$ cat src/rtl/core/bpp_pkg.sv
// Shared types, constants and code tables for the board position packer.
// Used by the front classifier, the command queue and the back end.
// Depends on nothing.
package bpp_pkg;

  localparam int unsigned PACKED_BITS  = 256;
  localparam int unsigned CURSOR_W     = 9;
  localparam int unsigned SQ_W         = 7;
  localparam int unsigned WORD_W       = 64;
  localparam int unsigned GRP_W        = 8;
  localparam int unsigned GRP_LEN_W    = 4;
  localparam int unsigned REP_W        = 5;

  localparam logic [1:0] OP_START = 2'd0;
  localparam logic [1:0] OP_SQUARE = 2'd1;
  localparam logic [1:0] OP_HAND = 2'd2;

  localparam logic [1:0] STATUS_OK = 2'd0;
  localparam logic [1:0] STATUS_LENGTH = 2'd1;
  localparam logic [1:0] STATUS_NO_KING = 2'd2;
  localparam logic [1:0] STATUS_OVERFLOW = 2'd3;

  localparam logic [2:0] TYPE_GOLD = 3'd7;
  localparam logic [3:0] KING_CODE = 4'd8;

  localparam logic [CURSOR_W-1:0] START_CURSOR = 9'd15;
  localparam logic [CURSOR_W-1:0] CURSOR_FULL = 9'd256;
  localparam logic [SQ_W-1:0] SQ_MAX = 7'd127;
  localparam int unsigned BLACK_KING_SLOT = 1;
  localparam int unsigned WHITE_KING_SLOT = 8;

  localparam logic [GRP_W-1:0] CODE_VAL [8] = '{
    8'h00, 8'h01, 8'h03, 8'h0b, 8'h07, 8'h1f, 8'h3f, 8'h0f
  };
  localparam logic [GRP_LEN_W-1:0] CODE_LEN [8] = '{
    4'd1, 4'd2, 4'd4, 4'd4, 4'd4, 4'd6, 4'd6, 4'd5
  };

  typedef enum logic [1:0] {
    K_START = 2'd0,
    K_WRITE = 2'd1,
    K_KING  = 2'd2,
    K_NOP   = 2'd3
  } kind_t;

  typedef struct packed {
    logic [GRP_W-1:0]     bits;
    logic [GRP_LEN_W-1:0] len;
  } grp_t;

  typedef struct packed {
    kind_t            kind;
    grp_t             grp;
    logic [REP_W-1:0] rep;
    logic             sq_inc;
    logic             colour;
    logic             last;
  } cmd_t;

  function automatic grp_t square_group(input logic [4:0] piece);
    grp_t g;
    logic [2:0] pt;
    pt = piece[2:0];
    g.bits = CODE_VAL[pt];
    g.len = CODE_LEN[pt];
    if (piece != 5'd0) begin
      if (pt != TYPE_GOLD) begin
        g.bits = g.bits | (GRP_W'(piece[3]) << g.len);
        g.len = g.len + 4'd1;
      end
      g.bits = g.bits | (GRP_W'(piece[4]) << g.len);
      g.len = g.len + 4'd1;
    end
    return g;
  endfunction

  function automatic grp_t hand_group(input logic [2:0] htype, input logic colour);
    grp_t g;
    g.bits = CODE_VAL[htype] >> 1;
    g.len = CODE_LEN[htype] - 4'd1;
    if (htype != TYPE_GOLD) begin
      g.len = g.len + 4'd1;
    end
    g.bits = g.bits | (GRP_W'(colour) << g.len);
    g.len = g.len + 4'd1;
    return g;
  endfunction

endpackage

$ cat src/rtl/core/bpp_front.sv
// Front end: accepts input transactions and classifies them into commands.
// Depends on bpp_pkg for the command type and the code tables.
module bpp_front import bpp_pkg::*; (
  input  logic       clk,
  input  logic       rst_n,
  input  logic       in_valid,
  output logic       in_ready,
  input  logic [1:0] in_operation,
  input  logic       in_side_to_move,
  input  logic [4:0] in_piece,
  input  logic       in_hand_color,
  input  logic [2:0] in_hand_type,
  input  logic [4:0] in_hand_count,
  input  logic       in_last,
  output logic       push_valid,
  input  logic       push_ready,
  output cmd_t       push_cmd
);

  logic busy_r;
  logic busy_nxt;

  // Tracks whether a transaction is being handed to the queue this cycle.
  assign busy_nxt = in_valid & push_ready;

  always_ff @(posedge clk) begin
    if (!rst_n) begin
      busy_r <= 1'b0;
    end else begin
      busy_r <= busy_nxt;
    end
  end

  assign in_ready   = push_ready | (busy_r & 1'b0);
  assign push_valid = in_valid;

  always_comb begin
    push_cmd        = '0;
    push_cmd.kind   = K_NOP;
    push_cmd.last   = in_last;
    case (in_operation)
      OP_START: begin
        push_cmd.kind   = K_START;
        push_cmd.colour = in_side_to_move;
      end
      OP_SQUARE: begin
        push_cmd.sq_inc = 1'b1;
        push_cmd.colour = in_piece[4];
        if (in_piece[3:0] == KING_CODE) begin
          push_cmd.kind = K_KING;
        end else begin
          push_cmd.kind = K_WRITE;
          push_cmd.grp  = square_group(in_piece);
          push_cmd.rep  = REP_W'(1);
        end
      end
      OP_HAND: begin
        push_cmd.kind   = K_WRITE;
        push_cmd.colour = in_hand_color;
        push_cmd.grp    = hand_group(in_hand_type, in_hand_color);
        push_cmd.rep    = in_hand_count;
      end
      default: begin
        push_cmd.kind = K_NOP;
      end
    endcase
  end

endmodule

$ cat src/rtl/core/bpp_queue.sv
// Two-entry command queue between the front classifier and the back end.
// Depends on bpp_pkg for the command type.
module bpp_queue import bpp_pkg::*; (
  input  logic clk,
  input  logic rst_n,
  input  logic push_valid,
  output logic push_ready,
  input  cmd_t push_cmd,
  output logic pop_valid,
  input  logic pop_ready,
  output cmd_t pop_cmd
);

  cmd_t       q_r [2];
  logic       wr_ptr_r;
  logic       wr_ptr_nxt;
  logic       rd_ptr_r;
  logic       rd_ptr_nxt;
  logic [1:0] cnt_r;
  logic [1:0] cnt_nxt;
  logic       push;
  logic       pop;

  assign push_ready = (cnt_r != 2'd2);
  assign pop_valid  = (cnt_r != 2'd0);
  assign pop_cmd    = q_r[rd_ptr_r];
  assign push       = push_valid & push_ready;
  assign pop        = pop_valid & pop_ready;

  assign wr_ptr_nxt = wr_ptr_r ^ push;
  assign rd_ptr_nxt = rd_ptr_r ^ pop;
  assign cnt_nxt    = cnt_r + {1'b0, push} - {1'b0, pop};

  always_ff @(posedge clk) begin
    if (!rst_n) begin
      wr_ptr_r <= 1'b0;
      rd_ptr_r <= 1'b0;
      cnt_r    <= 2'd0;
    end else begin
      wr_ptr_r <= wr_ptr_nxt;
      rd_ptr_r <= rd_ptr_nxt;
      cnt_r    <= cnt_nxt;
    end
  end

  always_ff @(posedge clk) begin
    if (push) begin
      q_r[wr_ptr_r] <= push_cmd;
    end
  end

endmodule

$ cat src/rtl/core/bpp_back.sv
// Back end: executes commands on the 256-bit record and streams out the words.
// Depends on bpp_pkg for the command type, constants and status codes.
module bpp_back import bpp_pkg::*; (
  input  logic               clk,
  input  logic               rst_n,
  input  logic               cmd_valid,
  output logic               cmd_ready,
  input  cmd_t               cmd,
  output logic               out_valid,
  input  logic               out_ready,
  output logic [WORD_W-1:0]  out_packed_word,
  output logic               out_word_last,
  output logic [1:0]         out_status
);

  typedef enum logic [1:0] {
    ST_RUN  = 2'b01,
    ST_EMIT = 2'b10
  } state_t;

  state_t                 st_r, st_nxt;
  logic [PACKED_BITS-1:0] rec_r, rec_nxt;
  logic [CURSOR_W-1:0]    cur_r, cur_nxt;
  logic [SQ_W-1:0]        sq_r, sq_nxt;
  logic [1:0]             kings_r, kings_nxt;
  logic                   ovf_r, ovf_nxt;
  logic [REP_W-1:0]       rep_r, rep_nxt;
  logic [1:0]             widx_r, widx_nxt;
  logic                   out_valid_r, out_valid_nxt;
  logic [WORD_W-1:0]      out_word_r, out_word_nxt;
  logic                   out_last_r, out_last_nxt;
  logic [1:0]             out_status_r, out_status_nxt;

  logic                   pop;
  logic                   load;
  logic [1:0]             status;
  logic [PACKED_BITS-1:0] ins_mask;
  logic [CURSOR_W:0]      cur_sum;

  assign ins_mask = PACKED_BITS'(cmd.grp.bits) << cur_r[CURSOR_W-2:0];
  assign cur_sum  = {1'b0, cur_r} + (CURSOR_W+1)'(cmd.grp.len);

  always_comb begin
    if (ovf_r) begin
      status = STATUS_OVERFLOW;
    end else if (kings_r != 2'b11) begin
      status = STATUS_NO_KING;
    end else if (cur_r != CURSOR_FULL) begin
      status = STATUS_LENGTH;
    end else begin
      status = STATUS_OK;
    end
  end

  always_comb begin
    st_nxt    = st_r;
    rec_nxt   = rec_r;
    cur_nxt   = cur_r;
    sq_nxt    = sq_r;
    kings_nxt = kings_r;
    ovf_nxt   = ovf_r;
    rep_nxt   = rep_r;
    widx_nxt  = widx_r;
    pop       = 1'b0;

    if (st_r == ST_RUN && cmd_valid) begin
      case (cmd.kind)
        K_START: begin
          rec_nxt    = '0;
          rec_nxt[0] = cmd.colour;
          cur_nxt    = START_CURSOR;
          sq_nxt     = '0;
          kings_nxt  = '0;
          ovf_nxt    = 1'b0;
          pop        = 1'b1;
        end
        K_WRITE: begin
          if (cmd.rep == '0) begin
            pop = 1'b1;
          end else begin
            if (cur_r[CURSOR_W-1]) begin
              ovf_nxt = 1'b1;
            end else begin
              rec_nxt = rec_r | ins_mask;
              if (cur_sum > (CURSOR_W+1)'(CURSOR_FULL)) begin
                cur_nxt = CURSOR_FULL;
                ovf_nxt = 1'b1;
              end else begin
                cur_nxt = cur_sum[CURSOR_W-1:0];
              end
            end
            if (rep_r == REP_W'(cmd.rep - REP_W'(1))) begin
              pop     = 1'b1;
              rep_nxt = '0;
            end else begin
              rep_nxt = rep_r + REP_W'(1);
            end
          end
        end
        K_KING: begin
          if (!kings_r[cmd.colour]) begin
            if (cmd.colour) begin
              rec_nxt[WHITE_KING_SLOT +: SQ_W] = sq_r;
            end else begin
              rec_nxt[BLACK_KING_SLOT +: SQ_W] = sq_r;
            end
            kings_nxt[cmd.colour] = 1'b1;
          end
          pop = 1'b1;
        end
        default: begin
          pop = 1'b1;
        end
      endcase
      if (pop && cmd.sq_inc && sq_r != SQ_MAX) begin
        sq_nxt = sq_r + SQ_W'(1);
      end
      if (pop && cmd.last) begin
        st_nxt   = ST_EMIT;
        widx_nxt = '0;
      end
    end
  end

  assign load = (st_r == ST_EMIT) && (!out_valid_r || out_ready);

  always_comb begin
    out_valid_nxt  = out_valid_r & ~out_ready;
    out_word_nxt   = out_word_r;
    out_last_nxt   = out_last_r;
    out_status_nxt = out_status_r;
    if (load) begin
      out_valid_nxt  = 1'b1;
      out_word_nxt   = rec_r[{widx_r, 6'd0} +: WORD_W];
      out_last_nxt   = (widx_r == 2'd3);
      out_status_nxt = status;
    end
  end

  always_ff @(posedge clk) begin
    if (!rst_n) begin
      st_r        <= ST_RUN;
      rec_r       <= '0;
      cur_r       <= '0;
      sq_r        <= '0;
      kings_r     <= '0;
      ovf_r       <= 1'b0;
      rep_r       <= '0;
      widx_r      <= '0;
      out_valid_r <= 1'b0;
    end else begin
      rec_r       <= rec_nxt;
      cur_r       <= cur_nxt;
      sq_r        <= sq_nxt;
      kings_r     <= kings_nxt;
      ovf_r       <= ovf_nxt;
      rep_r       <= rep_nxt;
      out_valid_r <= out_valid_nxt;
      if (load) begin
        widx_r <= widx_r + 2'd1;
        if (widx_r == 2'd3) begin
          st_r <= ST_RUN;
        end
      end else begin
        widx_r <= widx_nxt;
        st_r   <= st_nxt;
      end
    end
  end

  always_ff @(posedge clk) begin
    out_word_r   <= out_word_nxt;
    out_last_r   <= out_last_nxt;
    out_status_r <= out_status_nxt;
  end

  assign cmd_ready       = pop;
  assign out_valid       = out_valid_r;
  assign out_packed_word = out_word_r;
  assign out_word_last   = out_last_r;
  assign out_status      = out_status_r;

endmodule

$ cat src/rtl/core/board_position_huffman_packer.sv
// Top level of the board position packer: front classifier, queue and back end.
// Depends on bpp_pkg, bpp_front, bpp_queue and bpp_back.
//
// The block builds a 256-bit packed position from a stream of transactions.
// The front accepts one transaction per cycle, while the queue has room, into a two-entry command queue.
// The back end, which writes at most one code group per cycle into the record,
// sets the rate: a hand transaction writes its code group once for each piece
// in its count, and a transaction marked last is followed by loading the four
// 64-bit words into the output register in turn, held while the output is
// stalled. No further commands are executed until the fourth word has been
// loaded.
module board_position_huffman_packer import bpp_pkg::*; (
  input  logic              clk,
  input  logic              rst_n,
  input  logic              in_valid,
  output logic              in_ready,
  input  logic [1:0]        in_operation,
  input  logic              in_side_to_move,
  input  logic [4:0]        in_piece,
  input  logic              in_hand_color,
  input  logic [2:0]        in_hand_type,
  input  logic [4:0]        in_hand_count,
  input  logic              in_last,
  output logic              out_valid,
  input  logic              out_ready,
  output logic [WORD_W-1:0] out_packed_word,
  output logic              out_word_last,
  output logic [1:0]        out_status
);

  logic push_valid;
  logic push_ready;
  cmd_t push_cmd;
  logic cmd_valid;
  logic cmd_ready;
  cmd_t cmd;

  bpp_front u_front (
    .clk             (clk),
    .rst_n           (rst_n),
    .in_valid        (in_valid),
    .in_ready        (in_ready),
    .in_operation    (in_operation),
    .in_side_to_move (in_side_to_move),
    .in_piece        (in_piece),
    .in_hand_color   (in_hand_color),
    .in_hand_type    (in_hand_type),
    .in_hand_count   (in_hand_count),
    .in_last         (in_last),
    .push_valid      (push_valid),
    .push_ready      (push_ready),
    .push_cmd        (push_cmd)
  );

  bpp_queue u_queue (
    .clk        (clk),
    .rst_n      (rst_n),
    .push_valid (push_valid),
    .push_ready (push_ready),
    .push_cmd   (push_cmd),
    .pop_valid  (cmd_valid),
    .pop_ready  (cmd_ready),
    .pop_cmd    (cmd)
  );

  bpp_back u_back (
    .clk             (clk),
    .rst_n           (rst_n),
    .cmd_valid       (cmd_valid),
    .cmd_ready       (cmd_ready),
    .cmd             (cmd),
    .out_valid       (out_valid),
    .out_ready       (out_ready),
    .out_packed_word (out_packed_word),
    .out_word_last   (out_word_last),
    .out_status      (out_status)
  );

endmodule
$ cat config.mk
export PLATFORM = sky130hd
export DESIGN_NAME = board_position_huffman_packer
export DESIGN_NICKNAME = d
export VERILOG_FILES = /design/src/rtl/core/bpp_pkg.sv /design/src/rtl/core/bpp_front.sv /design/src/rtl/core/bpp_queue.sv /design/src/rtl/core/bpp_back.sv /design/src/rtl/core/board_position_huffman_packer.sv
export SDC_FILE = /design/constraint.sdc
export NUM_CORES = 1
export LEC_CHECK = 0
export BUFFER_PORTS_ARGS = -buffer_cell sky130_fd_sc_hd__buf_4
export CORE_UTILIZATION = 40
export DETAILED_ROUTE_END_ITERATION = 7
export GPL_TIMING_DRIVEN = 0
export HOLD_SLACK_MARGIN = 0.05
export SLEW_MARGIN = 20
export SYNTH_ARGS = -nofsm -noshare
export SYNTH_HDL_FRONTEND = slang
export SYNTH_SLANG_ARGS = --single-unit
$ cat constraint.sdc
create_clock -name clk -period 3.56 [get_ports clk]
set_input_delay 0 -clock clk [delete_from_list [all_inputs] [get_ports clk]]
set_output_delay 0 -clock clk [all_outputs]
set_load 0.005 [all_outputs]
==> results of run 1 <==
## metal layers
metal | vias to the layer above | global-route usage | share of wire
met1 | 6771 | 0.318 | 0.43
met4 | 0 | 0.103 | 0.039
met3 | 107 | 0.0444 | 0.071
met5 | - | 0 | 0
li1 | 6431 | - | -
met2 | 511 | 0.391 | 0.46
## layout by cell type, fill, tap and decap left out, types with 16 or more instances in the layout
master / netlist / final
dfxtp_1: 290 / 290
dlygate4sd3_1: 0 / 17
clkbuf_1: 92 / 86
nand3_1: 30 / 30
a21oi_1: 232 / 230
clkbuf_2: 0 / 16
clkbuf_16: 0 / 44
o21ai_0: 99 / 97
mux4_2: 69 / 69
buf_4: 0 / 90
nor2_1: 247 / 239
inv_1: 30 / 29
ha_1: 32 / 28
mux2i_1: 22 / 20
edfxtp_1: 111 / 111
nor3_1: 36 / 24
nand2_1: 146 / 146
## cells in the mapped netlist, drive strengths merged, types with 10 or more instances
| library cell | count |
|---|---|
| mux2i | 22 |
| o22ai | 13 |
| nor3 | 36 |
| mux4 | 73 |
| dfxtp | 290 |
| ha | 32 |
| buf | 14 |
| clkbuf | 92 |
| a31oi | 11 |
| inv | 30 |
| or3 | 10 |
| a21oi | 232 |
| o21ai | 105 |
| and2 | 14 |
| nand2 | 146 |
| o31ai | 15 |
| nand3 | 30 |
| edfxtp | 111 |
| xnor2 | 13 |
| and3 | 15 |
| nand2b | 11 |
| nor2 | 247 |
## state kept, by name, indices dropped and copies added, names as in the netlist, 2 cells and up, named ones only
register,cells
u_back.out_status,2
u_back.rep_r,5
u_back.kings_r,2
u_back.widx_r,2
u_back.rec_r,256
u_back.st_r,2
u_back.sq_r,7
u_back.out_packed_word,64
u_queue.cnt_r,2
u_back.cur_r,9
u_queue.q_r,44
## logic make-up (layout without fill, tap and decap cells)
logic type,Yosys count,count (layout),synth area share
simple gates,546,546,0.138
compound gates,446,446,0.148
mux,103,103,0.115
fa+ha+maj,33,33,0.0245
buf+inv,140,328,0.0320
xor+xnor,21,21,0.0107
flops,401,401,0.532
## where the power goes
| part | total, mW | switching [mW] | leakage [nW] | internal [mW] |
|---|---|---|---|---|
| clock | 4.38 | 1.85 | 0.672 | 2.53 |
| combinational | 3.30 | 2.28 | 3.12 | 1.03 |
| sequential | 4.99 | 0.0991 | 3.30 | 4.90 |
| total | 12.7 | 4.22 | 7.10 | 8.45 |
## final cells by class
class / instances / area share
plain buffers: 105 / 0.0228
clock buffers: 61 / 0.0595
clock inverters: 19 / 0.00796
inverters: 34 / 0.00625
multi-input cells: 1149 / 0.380
flip-flops and latches: 401 / 0.447
well taps: 539 / 0.0330
repair buffers: 109 / 0.0430
## worst max-delay path by stage
stage / start / to / cells past startpoint
4_1_cts: register / u_back.rec_r[23]$_SDFFE_PN0P_ / 10
2_1_floorplan: register / u_queue.cnt_r[1]$_SDFF_PN0_ / 17
3_3_place_gp: register / u_back.rec_r[98]$_SDFFE_PN0P_ / 12
6_report: u_back.cur_r[2]$_SDFFE_PN0P_ / u_back.rec_r[148]$_SDFFE_PN0P_ / 8
5_1_grt: register / u_queue.cnt_r[1]$_SDFF_PN0_ / 17
3_5_place_dp: register / u_back.rec_r[162]$_SDFFE_PN0P_ / 13
## what timing repair did
action,CTS,global route
endpoints found under the hold margin,45,0
endpoints found under the setup margin,237,120
buffers inserted,1,2
gates cloned,0,0
pin swaps,1,2
hold buffers,17,0
resized for setup,37,36
## critical path: stages, from the launching register on
cell	delay, ns
dfxtp_1	0.34
clkbuf_1	0.45
inv_1	0.25
buf_1	0.31
and2_1	0.21
o31ai_1	0.97
o21ai_1	0.45
a21oi_1	0.25
nor2_1	0.05
## through the flow
step / power [mW] / TNS, ns / hold WS [ns] / util / cells
after floorplan: 7.04 / 0 / 0.0989 / - / 1690
final: 12.7 / 0 / 0.0836 / 0.485 / 2417
after global routing: 13.2 / -0.0695 / 0.0888 / 0.485 / 2417
after detailed placement: 8.14 / -86.68 / 0.193 / 0.442 / 2318
after CTS: 12.6 / 0 / 0.0514 / 0.482 / 2415
after global placement: 8.10 / -128.71 / 0.194 / 0.439 / 2316
==> metrics, run 1 <==
ys async rst share=0; main area contributors after synthesis=dfxtp_1 34%, edfxtp_1 19%, mux4_2 9.0%, a21oi_1 6.8%, nor2_1 5.4%; Layout Nets=1,898; worst skew pair latency=0.57 ns; Synth area leader=dfxtp_1; Max Fclk=0.293 GHz; clock sinks=401; Fin. Hold Viols=0; CORE AREA=42,100 um^2; syn avg cell area=10.2 um^2; Overflow after GRT=0; synth-to-layout area growth=18.9%; r2r setup slk=0.15 ns; I/O Pins=91; drt wl/cell=21.8 um; Leak=7.10 nW; initial antenna violation count=0; DRT Pass-1 Iters=6; reg2reg end=u_back.rec_r[148]$_SDFFE_PN0P_; Area after DPL=18,600 um^2; share of cells above drive strength 1=0.165; Crit Path Max Fanout=10; port bufs=87; clk root buf=clkbuf_16; Initial Util=0.408; Filler cells=3,862; critical path data arrival time=3.86 ns; CP Capture Type=register; Core Rows=75; Hold Path Origin=in_piece[0]; Final ANT Viol Nets=0; post-synth top area share=0.338; worst min path class=input port to register; Max clock buf depth=3; fin. max-slew vios=0; endpoints failing setup=0; Worst Clk Skew=0.0147 ns; min Tclk post-route=3.41 ns; power per cell area=620 nW/um^2; antenna cells=0; area of the die=43,800 um^2; largest net degree at the start of global routing=58; TritonCTS Buffers=43; Worst Setup Start Kind=register; peak supply drop=0.000310 V; DRT iter0 DRCs=1,263; Max Cap Violations=0; WHS Path Cells=4; Final GP Congestion=0.986; CTS tree=built; Post-Syn Nets=1,745; RSZ-0062 raised after global routing=yes; period utilization=0.958; Crit Reg-Reg Startpoint=u_back.cur_r[2]$_SDFFE_PN0P_; drt total wl=52,700 um; Mapped Area=17,200 um^2; post-synthesis cell type count=72; #FFs+latches synth=401; Vias/cell=5.72; EDFF count, synth=111; Top FF cell, synth=dfxtp_1; Syn. warnings=0; Reg2Reg Depth=8; clk slew on worst S/H paths=0.06 ns; die width=209 um; vias in the first global route=13,400; Worst Hold Path EP=u_queue.q_r[1][15]$_DFFE_PP_; via count=13,800; kind of critical path=register to register; worst-margin pin slew=1.24 ns; first-pass GRT wire length=80,500 um; multi-input logic area=7770 um^2; final instance area=20,400 um^2; hpwl dp=37,600 um; Seq/Total Area, Yosys=0.532; slew margin rel.=0.167; number of H-tree levels=2; die height=209 um; CP required=4.01 ns; GRT Util Overall=0.242; Setup WS pre-CTS=-0.723 ns; Reg area=9140 um^2; cells after synthesis=1,690; status=finished clean; DRC errors left=0; Worst Slack Setup Final=0.148 ns
(Power assumes the default switching activity.)
==> run 2, diff against run 1 <==
- clock period: 3.56 -> 3.5 ns (I/O delays scaled with it)
==> metrics, run 2 (same netlist as run 1, synthesis figures left out) <==
clk slew on worst S/H paths=0.06 ns (about the same); CP most frequent cell=clkbuf_1; status=finished clean; Core Rows=75 (unchanged); Crit Reg-Reg Startpoint=u_back.widx_r[0]$_SDFFE_PN0P_; area of the die=43,800 um^2 (unchanged); most frequent cells in the layout=290 x dfxtp_1, 238 x nor2_1, 230 x a21oi_1; initial antenna violation count=0 (unchanged); largest net degree at the start of global routing=58 (unchanged); worst skew pair latency=0.57 ns (about the same); DRT Pass-1 Iters=5 (-1); Area after DPL=18,600 um^2 (about the same); Worst Setup Start Kind=register; reg2reg end=u_back.out_packed_word[3]$_DFFE_PP_; CORE AREA=42,100 um^2 (unchanged); Worst Slack Setup Final=0.150 ns (+0.00148 ns); Largest register FFs=256 (unchanged); WHS Path Cells=3 (-1); via count=13,900 (+0.76%); fin. max-slew vios=0 (unchanged); fin cells=2,419 (+0.083%); CP required=3.79 ns (-0.22 ns); drt total wl=52,500 um (-0.41%); GRT Util Overall=0.240 (-0.00171); CTS tree=built; Hold Path Origin=in_hand_type[1]; Final ANT Viol Nets=0 (unchanged); worst min path class=input port to register; Overflow after GRT=0 (unchanged); crit-path cells=buf_2 -> clkbuf_1 -> clkbuf_1 -> mux4_2; r2r setup slk=0.15 ns (about the same); drt wl/cell=21.7 um (-0.49%); clk root buf=clkbuf_16; Layout Nets=1,903 (+0.26%); Vias/cell=5.76 (+0.68%); Setup WS pre-CTS=-0.675 ns (+0.0490 ns); final instance area=20,500 um^2 (+0.44%); port bufs=87 (unchanged); Worst Clk Skew=0.0284 ns (+0.0137 ns); TritonCTS Buffers=41 (-4.7%); period utilization=0.957 (-0.00114); peak supply drop=0.000338 V (+8.8%); Crit Path Max Fanout=10 (unchanged); CP max stage delay=0.86 ns (-0.11 ns); Final GP Congestion=0.994 (+0.83%); kind of critical path=register to register; Max clock buf depth=3 (unchanged); I/O Pins=91 (unchanged); power per cell area=633 nW/um^2 (+2.0%); Worst Hold Path EP=u_queue.q_r[1][10]$_DFFE_PP_; RSZ-0062 raised after global routing=yes; CP Capture Type=register; die height=209 um (unchanged); critical path data arrival time=3.64 ns (-0.22 ns); Total Power=13.0 mW (+2.5%); antenna cells=0 (unchanged); share of cells above drive strength 1=0.172 (+0.00674); Max Cap Violations=0 (unchanged); min Tclk post-route=3.35 ns (-0.0615 ns); clock sinks=401 (unchanged); Max Fclk=0.298 GHz (+1.8%); Fin. Hold Viols=0 (unchanged); Initial Util=0.408 (unchanged); worst-margin pin slew=1.17 ns (-0.0664 ns); Leak=7.16 nW (+0.79%); DRT iter0 DRCs=1,148 (-9.1%); endpoints failing setup=0 (unchanged); hpwl dp=37,500 um (-0.36%); first-pass GRT wire length=80,300 um (-0.22%); die width=209 um (unchanged); Reg2Reg Depth=4 (-4); commonest non-fill, non-tap cell in the layout=dfxtp_1; DRC errors left=0 (unchanged); vias in the first global route=13,500 (+0.69%); slew margin rel.=0.211 (+0.0447); Inst Count DP=2,319 (+0.043%); number of H-tree levels=2 (unchanged); Most flops, register=u_back.rec_r; synth-to-layout area growth=19.4%; Worst path slowest cell=clkbuf_1
-- run 2: cell types whose count changed in the layout (fill, tap and decap cells not counted), moves of 2 or more --
cell           before  now
nor2_4              1    6
a31oi_2             0    2
clkbuf_16          44   42
clkinv_1            9    7
bufinv_16           2    4
clkbuf_1           86   81
nor2_2              7    3
clkbuf_8            5    8
buf_4              90   98
dlygate4sd3_1      17   15
-- run 2: critical path, delay by kind of cell, from the launching register on --
family,cells,cell delay (ns)
buffers and inverters,3,2.24
flip-flops,1,0.39
multiplexers,1,0.46
-- run 2: metrics by stage --
stage | hold WS (ns) | TNS [ns] | utilization
floorplan | 0.0989 | 0 | -
finish | 0.0705 | 0 | 0.487
global route | 0.120 | -0.0118 | 0.487
CTS | 0.0585 | 0 | 0.482
detailed placement | 0.197 | -78.78 | 0.442
global placement | 0.192 | -130.95 | 0.440
-- run 2: worst max-delay path by stage --
stage | endpoint | cells after the start | slack [ns] | startpoint
after floorplan | u_queue.cnt_r[1]$_SDFF_PN0_ | 17 | 0.07 | register
after global placement | u_back.st_r[1]$_SDFFE_PN0P_ | 5 | -0.76 | u_back.st_r[0]$_SDFFE_PN1P_
after detailed placement | u_back.rec_r[162]$_SDFFE_PN0P_ | 13 | -0.67 | register
after CTS | u_queue.cnt_r[1]$_SDFF_PN0_ | 17 | 0.02 | register
after global routing | u_back.ovf_r$_SDFFE_PN0P_ | 11 | -0.01 | u_back.cur_r[1]$_SDFFE_PN0P_
final | u_back.out_packed_word[3]$_DFFE_PP_ | 4 | 0.15 | u_back.widx_r[0]$_SDFFE_PN0P_
-- run 2: layout make-up --
cell class                 count  area [um^2]
fill                        3861        21600
sequential                   401         9140
multi-input combinational   1149         7790
clock buffer                  57         1190
timing repair buffer         116          933
tap                          539          674
buffer                       105          463
clock inverter                18          204
inverter                      34          128
-- run 2: where the power goes --
group / switching, mW / internal (mW) / total, mW
clock network: 1.82 / 2.68 / 4.50
registers: 0.104 / 4.98 / 5.08
logic: 2.32 / 1.09 / 3.41
total: 4.24 / 8.74 / 13.0
-- run 2: what timing repair did --
action	4_1_cts	5_1_grt
setup buffers	1	9
pin swaps	1	6
endpoints found under the setup margin	228	116
hold buffers	15	0
gates resized for setup	40	27
hold endpoints to repair	44	0
-- run 2: layer usage --
layer	up-vias	routed length [um]	part of all wire	global-route usage
li1	6439	-	-	-
met1	6802	22300	0.42	0.316
met2	562	24100	0.46	0.388
met3	122	3820	0.073	0.0385
met4	0	2360	0.045	0.111
met5	-	0	0	0
==> run 3, diff against run 2 <==
- SYNTH_HIERARCHICAL: default -> 1
==> metrics, run 3 <==
worst skew pair latency=0.56 ns (about the same); Clk network pwr share=0.354 (+0.008); r2r setup slk=0.13 ns (-0.02 ns); Post-synth top cells=290 x dfxtp_1, 280 x nor2_1, 243 x a21oi_1; area of the die=44,200 um^2 (+0.82%); reg2reg end=u_queue/cnt_r[1]$_SDFF_PN0_; Max Cap Violations=0 (unchanged); Core Rows=75 (unchanged); Seq/Total Area, Yosys=0.527 (-0.00438); power per cell area=595 nW/um^2 (-6.0%); Final ANT Viol Nets=0 (unchanged); GRT Util Overall=0.223 (-0.0171); Max clock buf depth=3 (unchanged); largest net degree at the start of global routing=55 (-5.2%); Worst Hold Path EP=u_queue/q_r[1][9]$_DFFE_PP_; via count=13,500 (-3.3%); busiest grt layer=met2; die width=210 um (+0.41%); Largest register FFs=256 (unchanged); critical path data arrival time=3.84 ns (+0.20 ns); Leak=7.38 nW (+3.1%); CORE AREA=42,300 um^2 (+0.45%); Vias/cell=5.53 (-3.9%); Hold Path Origin=in_piece[3]; fin. max-slew vios=0 (unchanged); I/O Pins=91 (unchanged); status=finished clean; drt wl/cell=20.3 um (-6.5%); met2 usage=0.362 (-0.0261); share of cells above drive strength 1=0.181 (+0.00923); peak supply drop=0.000392 V (+16%); slew margin rel.=0.289 (+0.0773); clk slew on worst S/H paths=0.06 ns (about the same); kind of critical path=register to register; Synth area leader=dfxtp_1; antenna cells=0 (unchanged); Syn. warnings=6 (+6); first-pass GRT wire length=75,800 um (-5.6%); DRT iter0 DRCs=1,313 (+14%); port bufs=87 (unchanged); TritonCTS Buffers=41 (unchanged); main area contributors after synthesis=dfxtp_1 33%, edfxtp_1 19%, mux4_2 9.0%, a21oi_1 7.0%, nor2_1 6.1%; EDFF count, synth=111 (unchanged); Reg2Reg Depth=16 (+12); clk root buf=clkbuf_16; initial antenna violation count=0 (unchanged); GRT met3 Usage=0.0355 (-0.00300); switching power=3.76 mW (-11%); post-synthesis cell type count=80 (+11%); Worst Setup Start Kind=register; CP required=3.97 ns (+0.18 ns); CTS tree=built; Top FF cell, synth=dfxtp_1; cells after synthesis=1,670 (-1.2%); Fin. Hold Viols=0 (unchanged); Max Fclk=0.297 GHz (-0.50%); Initial Util=0.410 (+0.00156); drt total wl=49,400 um (-6.0%); RSZ-0062 raised after global routing=yes; ys async rst share=0 (unchanged); Most flops, register=u_back/rec_r; vias in the first global route=12,800 (-5.1%); CP Capture Type=register; synth-to-layout area growth=17.6%; commonest non-fill, non-tap cell in the layout=dfxtp_1; Final GP Congestion=0.984 (-1.0%); Post-Syn Nets=1,725 (-1.1%); final hold slack=0.108 ns (+0.0376 ns); clock sinks=401 (unchanged); register share of total power=0.415 (+0.024); number of H-tree levels=2 (unchanged); die height=210 um (+0.41%); Overflow after GRT=0 (unchanged); Switching Fraction=0.310 (-0.0169); hpwl dp=35,200 um (-6.2%); Global Route met1 Usage=0.304 (-0.0125); Comb pwr share=0.231 (-0.031); endpoints failing setup=0 (unchanged); worst-margin pin slew=1.07 ns (-0.106 ns); Layout Nets=1,878 (-1.3%); min Tclk post-route=3.37 ns (+0.0167 ns); period utilization=0.962 (+0.00478); cell with the most instances after synthesis=dfxtp_1; Crit Path Max Fanout=10 (unchanged); Mapped Area=17,300 um^2 (+0.83%); Internal=8.37 mW (-4.3%); most frequent cells in the layout=290 x dfxtp_1, 276 x nor2_1, 243 x a21oi_1; DRT Pass-1 Iters=5 (unchanged); Worst Clk Skew=0.0204 ns (-0.00801 ns); #FFs+latches synth=401 (unchanged); DRC errors left=0 (unchanged); WHS Path Cells=4 (+1); worst min path class=input port to register; post-synth top area share=0.335 (-0.00278); syn avg cell area=10.4 um^2 (+2.0%); Final Util=0.481 (-0.00559)
==> run 3: cell types whose count changed after synthesis, moves of 8 or more <==
cell and delta:
nor2_1 +33, clkbuf_1 -24, buf_2 +31, and2_1 +9
nor3_1 -12, a21oi_1 +11, o31ai_1 -10, o22ai_1 +16
mux2_2 +18, nor2b_1 +8, nand2_1 -61, o21ai_0 -46
mux2i_1 -8
==> run 3: final cells by class <==
class                      count  area [um^2]
clock buffer                  54         1120
buffer                       114          542
multi-input combinational   1120         7630
fill                        3938        21900
sequential                   401         9140
timing repair buffer         110          893
inverter                      35          131
tap                          577          722
clock inverter                22          204
==> run 3: cells by family (layout without fill, tap and decap cells) <==
logic type / count (synthesis) / in the layout / synth area share
multiplexers: 114 / 114 / 0.120
XOR/XNOR: 21 / 21 / 0.0122
AO/OA/AOI/OAI: 428 / 428 / 0.144
AND/OR/NAND/NOR: 524 / 524 / 0.136
flip-flops: 401 / 401 / 0.527
adder cells (fa/ha/maj): 33 / 33 / 0.0243
buffers and inverters: 149 / 335 / 0.0365
==> run 3: timing repair <==
item	4_1_cts	5_1_grt
hold buffers	19	0
pin swaps	0	2
gates resized for setup	5	44
setup endpoints to repair	200	210
endpoints found under the hold margin	43	0
buffers inserted	0	3
==> run 3: worst max-delay path by stage <==
stage,cells after the start,from,end
after floorplan,5,u_back/st_r[0]$_SDFFE_PN1P_,u_back/widx_r[1]$_SDFFE_PN0P_
after global routing,16,register,u_queue/cnt_r[1]$_SDFF_PN0_
after CTS,14,register,u_queue/cnt_r[1]$_SDFF_PN0_
after detailed placement,9,register,u_back/rec_r[176]$_SDFFE_PN0P_
after global placement,4,u_back/st_r[0]$_SDFFE_PN1P_,u_back/st_r[1]$_SDFFE_PN0P_
final,16,register,u_queue/cnt_r[1]$_SDFF_PN0_
==> run 3: metrics by stage <==
stage	power, mW	setup WS (ns)	TNS (ns)	std cells	area, um^2
4_1_cts	12.1	0.0259	0	2430	20300
2_1_floorplan	6.97	0.379	0	1670	17300
3_5_place_dp	7.78	-0.289	-26.47	2335	18700
6_report	12.1	0.133	0	2433	20400
3_3_place_gp	7.76	-0.834	-70.86	2334	18700
5_1_grt	12.6	-0.193	-0.193	2433	20400
==> run 3: power groups by stage <==
stage          combinational (mW)  sequential, mW  clock (mW)
3_5_place_dp                 2.65            5.13           0
6_report                     2.81            5.03        4.29
5_1_grt                      3.02            5.05        4.57
3_3_place_gp                 2.63            5.13           0
4_1_cts                      2.69            5.03        4.38
2_1_floorplan                1.86            5.10           0
==> run 3: routing by layer <==
layer	vias up	part of all wire
met5	-	0
met4	0	0.029
met3	84	0.067
met2	509	0.47
met1	6535	0.44
li1	6333	-
==> run 3: critical path, stage by stage (launching register included) <==
cell,delay (ns)
dfxtp_1,0.41
clkbuf_4,0.26
mux2_2,0.39
inv_1,0.07
ha_1,0.16
nor2b_1,0.20
a31oi_1,0.13
nor4_2,0.30
buf_4,0.17
a21oi_1,0.13
nor2_4,0.25
nand3_1,0.10
o21ai_0,0.08
nor2_1,0.06
ha_1,0.19
or2b_2,0.28
mux2i_1,0.11
